File: src/rtl/fccm_pkg.sv
// fccm_pkg: request and result types and codes of the cluster chain manager
// no dependencies; imported by the top level and the output stage
`timescale 1ns / 1ps

package fccm_pkg;

  localparam int START_W = 7;
  localparam int COUNT_W = 8;
  localparam int DONE_W  = 8;

  localparam logic [1:0] MODE_ALLOC   = 2'd0;
  localparam logic [1:0] MODE_REBUILD = 2'd1;
  localparam logic [1:0] MODE_FREE    = 2'd2;

  localparam logic [1:0] STAT_OK       = 2'd0;
  localparam logic [1:0] STAT_FULL     = 2'd1;
  localparam logic [1:0] STAT_NOT_USED = 2'd2;

  typedef struct packed {
    logic [1:0]         mode;
    logic [START_W-1:0] start_cluster;
    logic [COUNT_W-1:0] cluster_count;
  } fccm_in_t;

  typedef struct packed {
    logic [1:0]         status;
    logic [START_W-1:0] first_cluster;
    logic [DONE_W-1:0]  clusters_done;
  } fccm_out_t;

endpackage

File: src/rtl/fccm_ram.sv
// fccm_ram: generic simple dual-port ram, one write and one registered read port
// no dependencies; holds the cluster link table
`timescale 1ns / 1ps

module fccm_ram #(
  parameter int WIDTH = 9,
  parameter int DEPTH = 128
) (
  input  logic                     clk,
  input  logic                     we,
  input  logic [$clog2(DEPTH)-1:0] waddr,
  input  logic [WIDTH-1:0]         wdata,
  input  logic                     re,
  input  logic [$clog2(DEPTH)-1:0] raddr,
  output logic [WIDTH-1:0]         rdata
);

  logic [WIDTH-1:0] mem [DEPTH];

  always_ff @(posedge clk) begin
    if (we) begin
      mem[waddr] <= wdata;
    end
  end

  // read returns the old contents on a same-address write
  always_ff @(posedge clk) begin
    if (re) begin
      rdata <= mem[raddr];
    end
  end

endmodule

File: src/rtl/fccm_out_stage.sv
// fccm_out_stage: result register between the sequencer and the result channel
// depends on fccm_pkg for the result type
`timescale 1ns / 1ps

module fccm_out_stage (
  input  logic                clk,
  input  logic                rst_n,
  input  logic                load_valid,
  input  fccm_pkg::fccm_out_t load_data,
  output logic                load_ready,
  output logic                out_valid,
  input  logic                out_stall,
  output fccm_pkg::fccm_out_t out_data
);

  import fccm_pkg::*;

  logic      valid_r;
  logic      valid_nxt;
  fccm_out_t data_r;

  assign load_ready = !valid_r || !out_stall;
  assign out_valid  = valid_r;
  assign out_data   = data_r;

  always_comb begin
    valid_nxt = valid_r;
    if (load_valid && load_ready) begin
      valid_nxt = 1'b1;
    end else if (!out_stall) begin
      valid_nxt = 1'b0;
    end
  end

  always_ff @(posedge clk) begin
    if (!rst_n) begin
      valid_r <= 1'b0;
    end else begin
      valid_r <= valid_nxt;
    end
  end

  always_ff @(posedge clk) begin
    if (load_valid && load_ready) begin
      data_r <= load_data;
    end
  end

endmodule

File: src/rtl/fat_cluster_chain_manager.sv
// steps: accept, check and finish states, with the table work between them; the result
// then waits in the output register. table work: mode 0 scans entries from the lowest-free
// hint; mode 1 scans the same way for each added link, then closes the chain; mode 2 frees
// one cluster per walk step, reading on to a free successor where it stops; a scan that
// reads up to the table end and finds nothing reports full. finish holds while the output
// register is full and stalled. one request at a time; after reset the table is cleared.
`timescale 1ns / 1ps

module fat_cluster_chain_manager #(
  parameter int CLUSTERS = 128
) (
  input  logic               clk,
  input  logic               rst_n,
  input  logic               in_valid,
  output logic               in_stall,
  input  fccm_pkg::fccm_in_t in_data,
  output logic               out_valid,
  input  logic               out_stall,
  output fccm_pkg::fccm_out_t out_data
);

  import fccm_pkg::*;

  localparam int NW = $clog2(CLUSTERS);
  localparam int DW = (NW + 1 > DONE_W) ? NW + 1 : DONE_W;
  localparam int EW = NW + START_W;

  typedef struct packed {
    logic          used;
    logic          last;
    logic [NW-1:0] next;
  } entry_t;

  typedef enum logic [6:0] {
    ST_CLEAR  = 7'b0000001,
    ST_IDLE   = 7'b0000010,
    ST_CHECK  = 7'b0000100,
    ST_SCAN   = 7'b0001000,
    ST_TAIL   = 7'b0010000,
    ST_WALK   = 7'b0100000,
    ST_FINISH = 7'b1000000
  } state_t;

  state_t              state_r, state_nxt;
  logic [NW-1:0]       clr_r, clr_nxt;
  logic [NW:0]         low_r, low_nxt;
  logic [NW:0]         scan_r, scan_nxt;
  logic                pend_r, pend_nxt;
  logic [NW-1:0]       pend_addr_r, pend_addr_nxt;
  logic [NW-1:0]       cur_r, cur_nxt;
  logic [DW-1:0]       done_r, done_nxt;
  logic [1:0]          mode_r, mode_nxt;
  logic [START_W-1:0]  start_r, start_nxt;
  logic [COUNT_W-1:0]  count_r, count_nxt;
  logic [1:0]          status_r, status_nxt;
  logic [START_W-1:0]  first_r, first_nxt;

  logic                ram_we;
  logic [NW-1:0]       ram_waddr;
  entry_t              ram_wdata;
  logic                ram_re;
  logic [NW-1:0]       ram_raddr;
  logic [NW+1:0]       ram_rdata;
  entry_t              rd;

  logic [EW-1:0]       in_start_ext;
  logic [EW-1:0]       start_ext;
  logic [EW-1:0]       found_ext;
  logic                start_ok;
  logic                scan_in_rng;
  logic [DW-1:0]       done_inc;
  logic [DW-1:0]       count_ext;
  logic                walk_stop;

  logic                load_valid;
  logic                load_ready;
  fccm_out_t           load_data;

  fccm_ram #(
    .WIDTH (NW + 2),
    .DEPTH (CLUSTERS)
  ) u_table (
    .clk   (clk),
    .we    (ram_we),
    .waddr (ram_waddr),
    .wdata (ram_wdata),
    .re    (ram_re),
    .raddr (ram_raddr),
    .rdata (ram_rdata)
  );

  assign rd           = entry_t'(ram_rdata);
  assign in_start_ext = EW'(in_data.start_cluster);
  assign start_ext    = EW'(start_r);
  assign found_ext    = EW'(pend_addr_r);
  assign start_ok     = (start_ext < EW'(CLUSTERS)) && rd.used;
  assign scan_in_rng  = scan_r < (NW + 1)'(CLUSTERS);
  assign done_inc     = done_r + DW'(1);
  assign count_ext    = DW'(count_r);
  assign walk_stop    = rd.last || ((NW + 1)'(rd.next) >= (NW + 1)'(CLUSTERS)) ||
                        (rd.next == cur_r) || (done_inc == DW'(CLUSTERS));

  assign in_stall  = (state_r != ST_IDLE);
  assign load_data = '{status: status_r, first_cluster: first_r,
                       clusters_done: done_r[DONE_W-1:0]};

  always_comb begin
    state_nxt     = state_r;
    clr_nxt       = clr_r;
    low_nxt       = low_r;
    scan_nxt      = scan_r;
    pend_nxt      = pend_r;
    pend_addr_nxt = pend_addr_r;
    cur_nxt       = cur_r;
    done_nxt      = done_r;
    mode_nxt      = mode_r;
    start_nxt     = start_r;
    count_nxt     = count_r;
    status_nxt    = status_r;
    first_nxt     = first_r;
    ram_we        = 1'b0;
    ram_waddr     = cur_r;
    ram_wdata     = '0;
    ram_re        = 1'b0;
    ram_raddr     = in_start_ext[NW-1:0];
    load_valid    = 1'b0;

    unique case (state_r)
      ST_CLEAR: begin
        ram_we    = 1'b1;
        ram_waddr = clr_r;
        clr_nxt   = clr_r + NW'(1);
        if (clr_r == NW'(CLUSTERS - 1)) begin
          state_nxt = ST_IDLE;
        end
      end
      ST_IDLE: begin
        if (in_valid) begin
          mode_nxt   = in_data.mode;
          start_nxt  = in_data.start_cluster;
          count_nxt  = in_data.cluster_count;
          status_nxt = STAT_OK;
          first_nxt  = in_data.start_cluster;
          done_nxt   = '0;
          cur_nxt    = in_start_ext[NW-1:0];
          ram_re     = 1'b1;
          state_nxt  = ST_CHECK;
        end
      end
      ST_CHECK: begin
        // start entry is on the read port now and stays there
        scan_nxt = low_r;
        pend_nxt = 1'b0;
        unique case (mode_r)
          MODE_ALLOC: begin
            state_nxt = ST_SCAN;
          end
          MODE_REBUILD: begin
            if (!start_ok) begin
              status_nxt = STAT_NOT_USED;
              state_nxt  = ST_FINISH;
            end else begin
              done_nxt = DW'(1);
              if (DW'(1) < count_ext) begin
                state_nxt = ST_SCAN;
              end else begin
                state_nxt = ST_TAIL;
              end
            end
          end
          MODE_FREE: begin
            if (!start_ok) begin
              status_nxt = STAT_NOT_USED;
              state_nxt  = ST_FINISH;
            end else begin
              state_nxt = ST_WALK;
            end
          end
          default: begin
            state_nxt = ST_FINISH;
          end
        endcase
      end
      ST_SCAN: begin
        if (pend_r && !rd.used) begin
          // everything below the found entry is taken
          low_nxt = (NW + 1)'(pend_addr_r) + (NW + 1)'(1);
          ram_we  = 1'b1;
          if (mode_r == MODE_ALLOC) begin
            ram_waddr = pend_addr_r;
            ram_wdata = '{used: 1'b1, last: 1'b1, next: '0};
            first_nxt = found_ext[START_W-1:0];
            done_nxt  = DW'(1);
            state_nxt = ST_FINISH;
          end else begin
            // new link stays unwritten until it is linked on or closed
            ram_waddr = cur_r;
            ram_wdata = '{used: 1'b1, last: 1'b0, next: pend_addr_r};
            cur_nxt   = pend_addr_r;
            done_nxt  = done_inc;
            scan_nxt  = (NW + 1)'(pend_addr_r) + (NW + 1)'(1);
            pend_nxt  = 1'b0;
            if (!(done_inc < count_ext)) begin
              state_nxt = ST_TAIL;
            end
          end
        end else if (!pend_r && !scan_in_rng) begin
          status_nxt = STAT_FULL;
          if (mode_r == MODE_ALLOC) begin
            first_nxt = '0;
            done_nxt  = '0;
            state_nxt = ST_FINISH;
          end else begin
            state_nxt = ST_TAIL;
          end
        end else begin
          pend_nxt      = scan_in_rng;
          pend_addr_nxt = scan_r[NW-1:0];
          if (scan_in_rng) begin
            ram_re    = 1'b1;
            ram_raddr = scan_r[NW-1:0];
            scan_nxt  = scan_r + (NW + 1)'(1);
          end
        end
      end
      ST_TAIL: begin
        ram_we    = 1'b1;
        ram_waddr = cur_r;
        ram_wdata = '{used: 1'b1, last: 1'b1, next: '0};
        state_nxt = ST_FINISH;
      end
      ST_WALK: begin
        if (!rd.used) begin
          state_nxt = ST_FINISH;
        end else begin
          ram_we    = 1'b1;
          ram_waddr = cur_r;
          done_nxt  = done_inc;
          if ((NW + 1)'(cur_r) < low_r) begin
            low_nxt = (NW + 1)'(cur_r);
          end
          // a self link would read the entry being freed, so it ends the walk
          if (walk_stop) begin
            state_nxt = ST_FINISH;
          end else begin
            ram_re    = 1'b1;
            ram_raddr = rd.next;
            cur_nxt   = rd.next;
          end
        end
      end
      ST_FINISH: begin
        load_valid = 1'b1;
        if (load_ready) begin
          state_nxt = ST_IDLE;
        end
      end
      default: begin
        state_nxt = ST_IDLE;
      end
    endcase
  end

  always_ff @(posedge clk) begin
    if (!rst_n) begin
      state_r <= ST_CLEAR;
      clr_r   <= '0;
      low_r   <= '0;
      pend_r  <= 1'b0;
    end else begin
      state_r <= state_nxt;
      clr_r   <= clr_nxt;
      low_r   <= low_nxt;
      pend_r  <= pend_nxt;
    end
  end

  always_ff @(posedge clk) begin
    scan_r      <= scan_nxt;
    pend_addr_r <= pend_addr_nxt;
    cur_r       <= cur_nxt;
    done_r      <= done_nxt;
    mode_r      <= mode_nxt;
    start_r     <= start_nxt;
    count_r     <= count_nxt;
    status_r    <= status_nxt;
    first_r     <= first_nxt;
  end

  fccm_out_stage u_out (
    .clk        (clk),
    .rst_n      (rst_n),
    .load_valid (load_valid),
    .load_data  (load_data),
    .load_ready (load_ready),
    .out_valid  (out_valid),
    .out_stall  (out_stall),
    .out_data   (out_data)
  );

`ifndef SYNTHESIS
  a_no_rw_collision: assert property (@(posedge clk) disable iff (!rst_n)
    (ram_we && ram_re) |-> (ram_waddr != ram_raddr))
    else $error("table read and write hit the same entry");

  a_low_in_range: assert property (@(posedge clk) disable iff (!rst_n)
    low_r <= (NW + 1)'(CLUSTERS))
    else $error("free hint past end of table");

  a_result_from_finish: assert property (@(posedge clk) disable iff (!rst_n)
    $rose(out_valid) |-> $past(state_r == ST_FINISH))
    else $error("result appeared outside finish");

  a_done_bound: assert property (@(posedge clk) disable iff (!rst_n)
    (state_r == ST_FINISH) |-> (done_r <= DW'(CLUSTERS)))
    else $error("cluster count exceeds table size");
`endif

endmodule

File: config.mk
export PLATFORM = sky130hd
export DESIGN_NAME = fat_cluster_chain_manager
export DESIGN_NICKNAME = d
export VERILOG_FILES = /design/src/rtl/fccm_pkg.sv /design/src/rtl/fccm_ram.sv /design/src/rtl/fccm_out_stage.sv /design/src/rtl/fat_cluster_chain_manager.sv
export SDC_FILE = /design/constraint.sdc
export NUM_CORES = 2
export LEC_CHECK = 0
export ABC_AREA = 1
export BUFFER_PORTS_ARGS = -buffer_cell sky130_fd_sc_hd__buf_2
export CAP_MARGIN = 20
export CORE_MARGIN = 5
export CORE_UTILIZATION = 60
export DETAILED_ROUTE_END_ITERATION = 6
export PLACE_DENSITY_LB_ADDON = 0.05
export RECOVER_POWER = 100
export SLEW_MARGIN = 40
export SYNTH_ARGS = -nofsm -noshare
export SYNTH_HDL_FRONTEND = slang
export SYNTH_SLANG_ARGS = --single-unit
File: constraint.sdc
create_clock -name clk -period 8.8 [get_ports clk]
set_input_delay 0.44 -clock clk [delete_from_list [all_inputs] [get_ports clk]]
set_output_delay 0.44 -clock clk [all_outputs]
set_load 0.01 [all_outputs]
Word level (Yosys, flattened, before mapping):

Memory sizes are Yosys's and may differ from the RTL's. A register that Yosys moved wholly into a read port is not among the register bits.
Index checks and enable logic that the tools add are counted.

* add/subtract/negate cells: 4
* $mul: 0
* divide/modulo/power cells: 0
* magnitude comparators: 5
* eq/ne operators: 36
* shift-type cells: 0
* muxes and demuxes: 81
* bitwise logic cells: 2
* reductions and logical operators: 31

Operators with widths (number)
* 7-bit 2-to-1 mux: 28
* 8-bit 2-to-1 mux: 16
* 7-bit one-hot mux with 7 select lines: 1
* 7-bit one-hot mux with 2 select lines: 3
* 7-bit one-hot mux with 3 select lines: 2
* 8-bit one-hot mux with 2 select lines: 2
* 8-bit one-hot mux with 4 select lines: 1
* 2-bit inequality test (second input constant): 12
* 3-bit inequality test (second input constant): 6
* 9-bit one-hot mux with 2 select lines: 1
* 6-bit AND reduction: 3
* 8-bit by 1-bit adder with 8-bit output (second input constant): 2
* 1-bit 2-to-1 mux: 16
* 7-bit equality test (second input constant): 2
* 4-bit AND reduction: 3
* 2-bit 2-to-1 mux: 5
* 9-bit 2-to-1 mux: 1
* 7-bit by 1-bit adder with 8-bit output (second input constant): 1
* 8-bit equality test (second input constant): 1
* 1-bit by 8-bit less-than comparator with 1-bit output (first input constant): 1
* 7-bit by 8-bit less-than comparator with 1-bit output: 1
* 7-bit by 8-bit less-than comparator with 1-bit output (second input constant): 1
* 8-bit less-than comparator: 1
* 8-bit less-than comparator (second input constant): 1
* other kinds (29): 48

* register bits: 97
* latch bits: 0
* RAM bits: 1152
* bits in read-only memories: 0
* input bits: 21
* output and inout bits: 19
* logic and storage cells: 177
* memories: 1

Memories
* u_table.mem: words 128, bits a word 9, read ports 1, clocked after Yosys merged registers in 1, write ports 1, line fccm_ram.sv:18 `logic [WIDTH-1:0] mem [DEPTH];`

Longest topological paths before layout:

* depth in word-level cells: 6
* mapped depth: 24
* depth with buffers taken out: 23

Cells and area by module:

A second synthesis with hierarchy kept.

* cell total of the unflattened synthesis: 4667
* area, all modules: 52833.2 um^2

Modules (own cells, without submodules)
* fccm_ram: instances 1, cells each 3994, area each 47451.8 um^2, sequential area each 34863.4 um^2
* fat_cluster_chain_manager: instances 1, cells each 650, area each 4823.4 um^2, sequential area each 1931.9 um^2
* fccm_out_stage: instances 1, cells each 23, area each 558.0 um^2, sequential area each 530.5 um^2

Worst setup path before layout:

No wires, ideal clock.

* path kind: reg2reg
* start: reg mode_r[0]
* end: mem u_table.mem[0][7], data pin
* setup time: 1197 ps
* data arrival time: 6150 ps
* required time: 7603 ps
* path slack: 1453 ps
* cell stages (with the launch flop): 7
* buffers on the path: 0
* period minus slack after synthesis: 7347 ps
* cell sequence: edfxtp_1 -> inv_1 -> ha_1 -> inv_1 -> nor2_1 -> inv_1 -> o21ai_0

RTL lines
* start: declaration: line fat_cluster_chain_manager.sv:52 `logic [1:0] mode_r, mode_nxt;`
* start signal: assignment: line fat_cluster_chain_manager.sv:283 `mode_r <= mode_nxt;`
* end: declaration: line fccm_ram.sv:18

Worst setup path in the final report:

* start: reg u_table.rdata[8] (read register of u_table.mem)
* end: mem u_table.mem[12][6], enable pin

* longest elaborated chain between the ends: 6
* elaborated cells between the ends (all ways): 9

Ends and longest elaborated chain
* start: declaration: line fccm_ram.sv:15 `output logic [WIDTH-1:0] rdata`
* 1-bit zero test
* 1-bit logical AND: line fat_cluster_chain_manager.sv:185 `if (pend_r && !rd.used) begin`
* 1-bit 2-to-1 mux: line fat_cluster_chain_manager.sv:185
* 1-bit one-hot mux with 3 select lines: line fat_cluster_chain_manager.sv:128 `unique case (state_r)`
* 1-bit 2-to-1 mux: line fccm_ram.sv:21 `if (we) begin`
* 1-bit 2-to-1 mux (implied by the code): line fccm_ram.sv:22 `mem[waddr] <= wdata;`

Parallel ways exist; a longest one is shown, timed or not.

==> summary.md <==
| Metric | Value |
|---|---|
| Max stage delay on crit path | `1.77 ns` |
| Num CTS Buffers | `135` |
| Post-place setup slack | `3.01 ns` |
| First-pass GRT wire length | `229,000 um` |
| Final setup vio count | `0` |
| Syn avg cell area | `10.6 um2` |
| Post-Syn Nets | `5,327` |
| Die Y-Extent | `316 um` |
| WHS | `0.0910 ns` |
| Fin cells | `6,593` |
| Final setup margin | `1.39 ns` |
| Crit path kind | `reg -> reg` |
| Boundary pin count | `40` |
| Crit. End Element | `flip-flop` |
| Row cnt | `112` |
| Synth Warn # | `0` |
| Vias in the first global route | `36,300` |
| Total internal power | `10.5 mW` |
| H-tree Lvls | `4` |
| DP HPWL | `85,400 um` |
| Final hold vios | `0` |
| Primary FF master, synth | `edfxtp_1` |
| Layout Skew | `0.0227 ns` |
| Vias per cell | `5.85` |
| Remaining Overflow, GRT | `0` |
| Tot GR Track Use | `30.3%` |
| Worst Hold Class | `in -> reg` |
| Post-DP Area | `0.0575 mm2` |
| Worst-Margin Slew | `4.67 ns` |
| Fin area | `0.0615 mm2` |
| Fillers | `7,298` |
| Max-slew headroom | `-211%` |
| EDFF count, synth | `1,227` |
| WP data arrival | `7.76 ns` |
| Clock share of power | `35.3%` |
| Combinational power share | `19.0%` |
| Util after Layout | `66.0%` |
| RSZ-0062 raised after global routing | `false` |
| Reg clk slew, reported paths | `0.06 ns` |
| Largest net degree at the start of global routing | `188` |
| CP Max Fanout | `48` |
| Total negative setup slack | `0 ns` |
| Post-CTS setup buffers | `0` |
| Drt drc | `0` |
| Cell area after synthesis | `0.0562 mm2` |
| Final slew viol count | `770` |
| Leakage power | `24.3 nW` |
| DR pass1 iterations | `6` |
| Switching pwr | `4.55 mW` |
| Clock Tree Root | `clkbuf_16` |
| PwrDens | `245 mW/mm2` |
| Achievable frequency | `135 MHz` |
| Bufs and invs on worst path | `3` |
| Core area | `0.0932 mm2` |
| Minimum clock period | `7.41 ns` |
| CP delay by family, top | `simple AND/OR/NAND/NOR gates` |
| Sequential power share | `45.7%` |
| Skew-Pair Late Insertion Delay | `0.75 ns` |
| Drt total wl | `152,000 um` |
| Status | `complete, but fails checks` |
| Share of the synthesized area in the top cell type | `65.6%` |
| Critical Path Start Type | `flip-flop` |
| Failing checks | `capacitance limit, slew limit` |
| Die area | `0.0999 mm2` |
| Sequential element share of the synthesized area | `66.4%` |
| Crit-path cells | `nor2_1 > inv_1 > nor2_1 > inv_1 > nand2_1 > nor2_1 > o21ai_2 > nand4_1 > clkbuf_1 > nor2_1` |
| Area grow syn2layout | `9.38%` |
| Yosys top cell by area | `edfxtp_1` |
| Ys async rst share | `0%` |
| Cell mode on critical path | `nor2_1` |
| Initial antenna violation count | `1` |
| Post-synthesis cell count | `5,285` |
| DR vias | `38,600` |
| Final period utilization | `84.2%` |
| Die width | `316 um` |
| Commonest cells in the netlist | `edfxtp_1, nand3_1, nand2_1` |
| Max-Cap Viols | `19` |
| # port buffers | `39` |
| Routability cong. | `0.889` |
| # clock sinks | `1,251` |
| Initial Util | `60.3%` |
| Layout Nets | `5,281` |
| Fraction of layout cells with a size suffix above 1 | `5.13%` |
| CP required | `9.15 ns` |
| Drt initial violations | `4,727` |
| Placed insts | `6,340` |
| Top-count cell post-synth | `edfxtp_1` |
| Total power | `15.0 mW` |
| Setup slack, reg-to-reg | `1.39 ns` |
| Multi-input logic area | `0.0144 mm2` |
| Synth area leaders | `edfxtp_1, nand3_1, nand2_1` |
| Yosys cell types | `53` |
| Sw Share | `30.2%` |
| Drt wl/cell | `23.1 um` |
| Slowest CP cell | `nand2_1` |
| TritonCTS clock tree | `done` |
| Storage element area | `0.0373 mm2` |
| Number of routed nets with antenna violations | `0` |
| Yosys reg bits | `1,251` |
| Peak VDD IR | `0.189 mV` |
| CTS max path bufs | `3` |
==> metal layers <==
layer  vias to the layer above  GRT usage, %  wire [um]
met5                         -             0          0
met4                         0          10.0       4720
met3                       270          5.82      13800
met2                      1841          48.3      71200
met1                     18600          42.8      62600
li1                      17800             -          -
==> power groups by stage <==
stage / sequential (mW) / clock (mW) / combinational [mW]
final: 6.87 / 5.31 / 2.86
after global routing: 6.89 / 5.62 / 3.06
after CTS: 6.87 / 5.36 / 2.85
after detailed placement: 6.99 / 0 / 2.84
after global placement: 6.99 / 0 / 2.76
after floorplan: 6.94 / 0 / 1.81
==> cell usage in the layout, fill, tap and decap left out, types with 9 or more instances in the layout <==
cell type,synthesis,layout
nand3_1,1145,1144
nor3_1,19,19
o211ai_1,14,14
clkinv_2,1,13
nor2_1,197,190
a21oi_1,34,33
nor4_1,8,9
ha_1,21,21
edfxtp_1,1227,1227
nand3b_1,324,324
clkbuf_1,80,76
buf_2,176,19
nand2_1,1026,1029
dlygate4sd3_1,0,11
dfxtp_1,24,24
o21ai_0,52,51
buf_4,17,23
clkinv_1,3,32
buf_12,0,11
clkbuf_16,0,142
inv_1,798,803
==> logic make-up (layout without fill, tap and decap cells) <==
kind of cell / count (synthesis) / in the layout / synth area share [%]
AND/OR/NAND/NOR: 2740 / 2740 / 23.3
flip-flops: 1251 / 1251 / 66.4
buffers and inverters: 1119 / 1171 / 8.06
AO/OA/AOI/OAI: 142 / 142 / 1.60
adder cells (fa/ha/maj): 21 / 21 / 0.468
XOR/XNOR: 12 / 12 / 0.187
other: 0 / 2 / 0
==> repair_timing <==
item                      4_1_cts  5_1_grt
gates resized for setup         0        0
hold buffers                   11        0
hold endpoints to repair       11        0
==> worst register-to-register path: cells and delay by family, from the launching register on <==
family	cells	cell delay, ns
AOI/OAI and AO/OA	1	0.31
buffers and inverters	3	1.45
DFF	1	0.61
and+or+nand+nor	6	4.67
==> area by class of cell <==
| cell class | instances | share of cell area, % |
|---|---|---|
| diodes | 2 | 0.00814 |
| flip-flops and latches | 1251 | 60.7 |
| multi-input cells | 2915 | 23.5 |
| clock buffers | 177 | 6.01 |
| well taps | 1254 | 2.55 |
| repair buffers | 120 | 1.58 |
| inverters | 816 | 5.02 |
| clock inverters | 58 | 0.639 |
==> registers in the layout (all words and copies together) (netlist names) <==
name and flops:
scan_r 8, u_table.mem 1152, first_r 7, mode_r 2, pend_r 1, clr_r 7, u_out.out_valid 1, low_r 8
count_ext 8, pend_addr_r 7, u_out.out_data 17, state_r 7, status_r 2, cur_r 7, u_table.rdata 9, done_r 8
==> worst paths after layout <==
kind,to,cells after the start,start
max,u_table.mem[12][6]$_DFFE_PP_,10,u_table.rdata[8]$_DFFE_PP_
min reg2reg,u_out.out_data[13]$_DFFE_PP_,0,first_r[5]$_DFFE_PP_
min,cur_r[5]$_DFFE_PP_,2,in_data[13]
max reg2reg,u_table.mem[12][6]$_DFFE_PP_,10,u_table.rdata[8]$_DFFE_PP_
(Power assumes the default switching activity.)
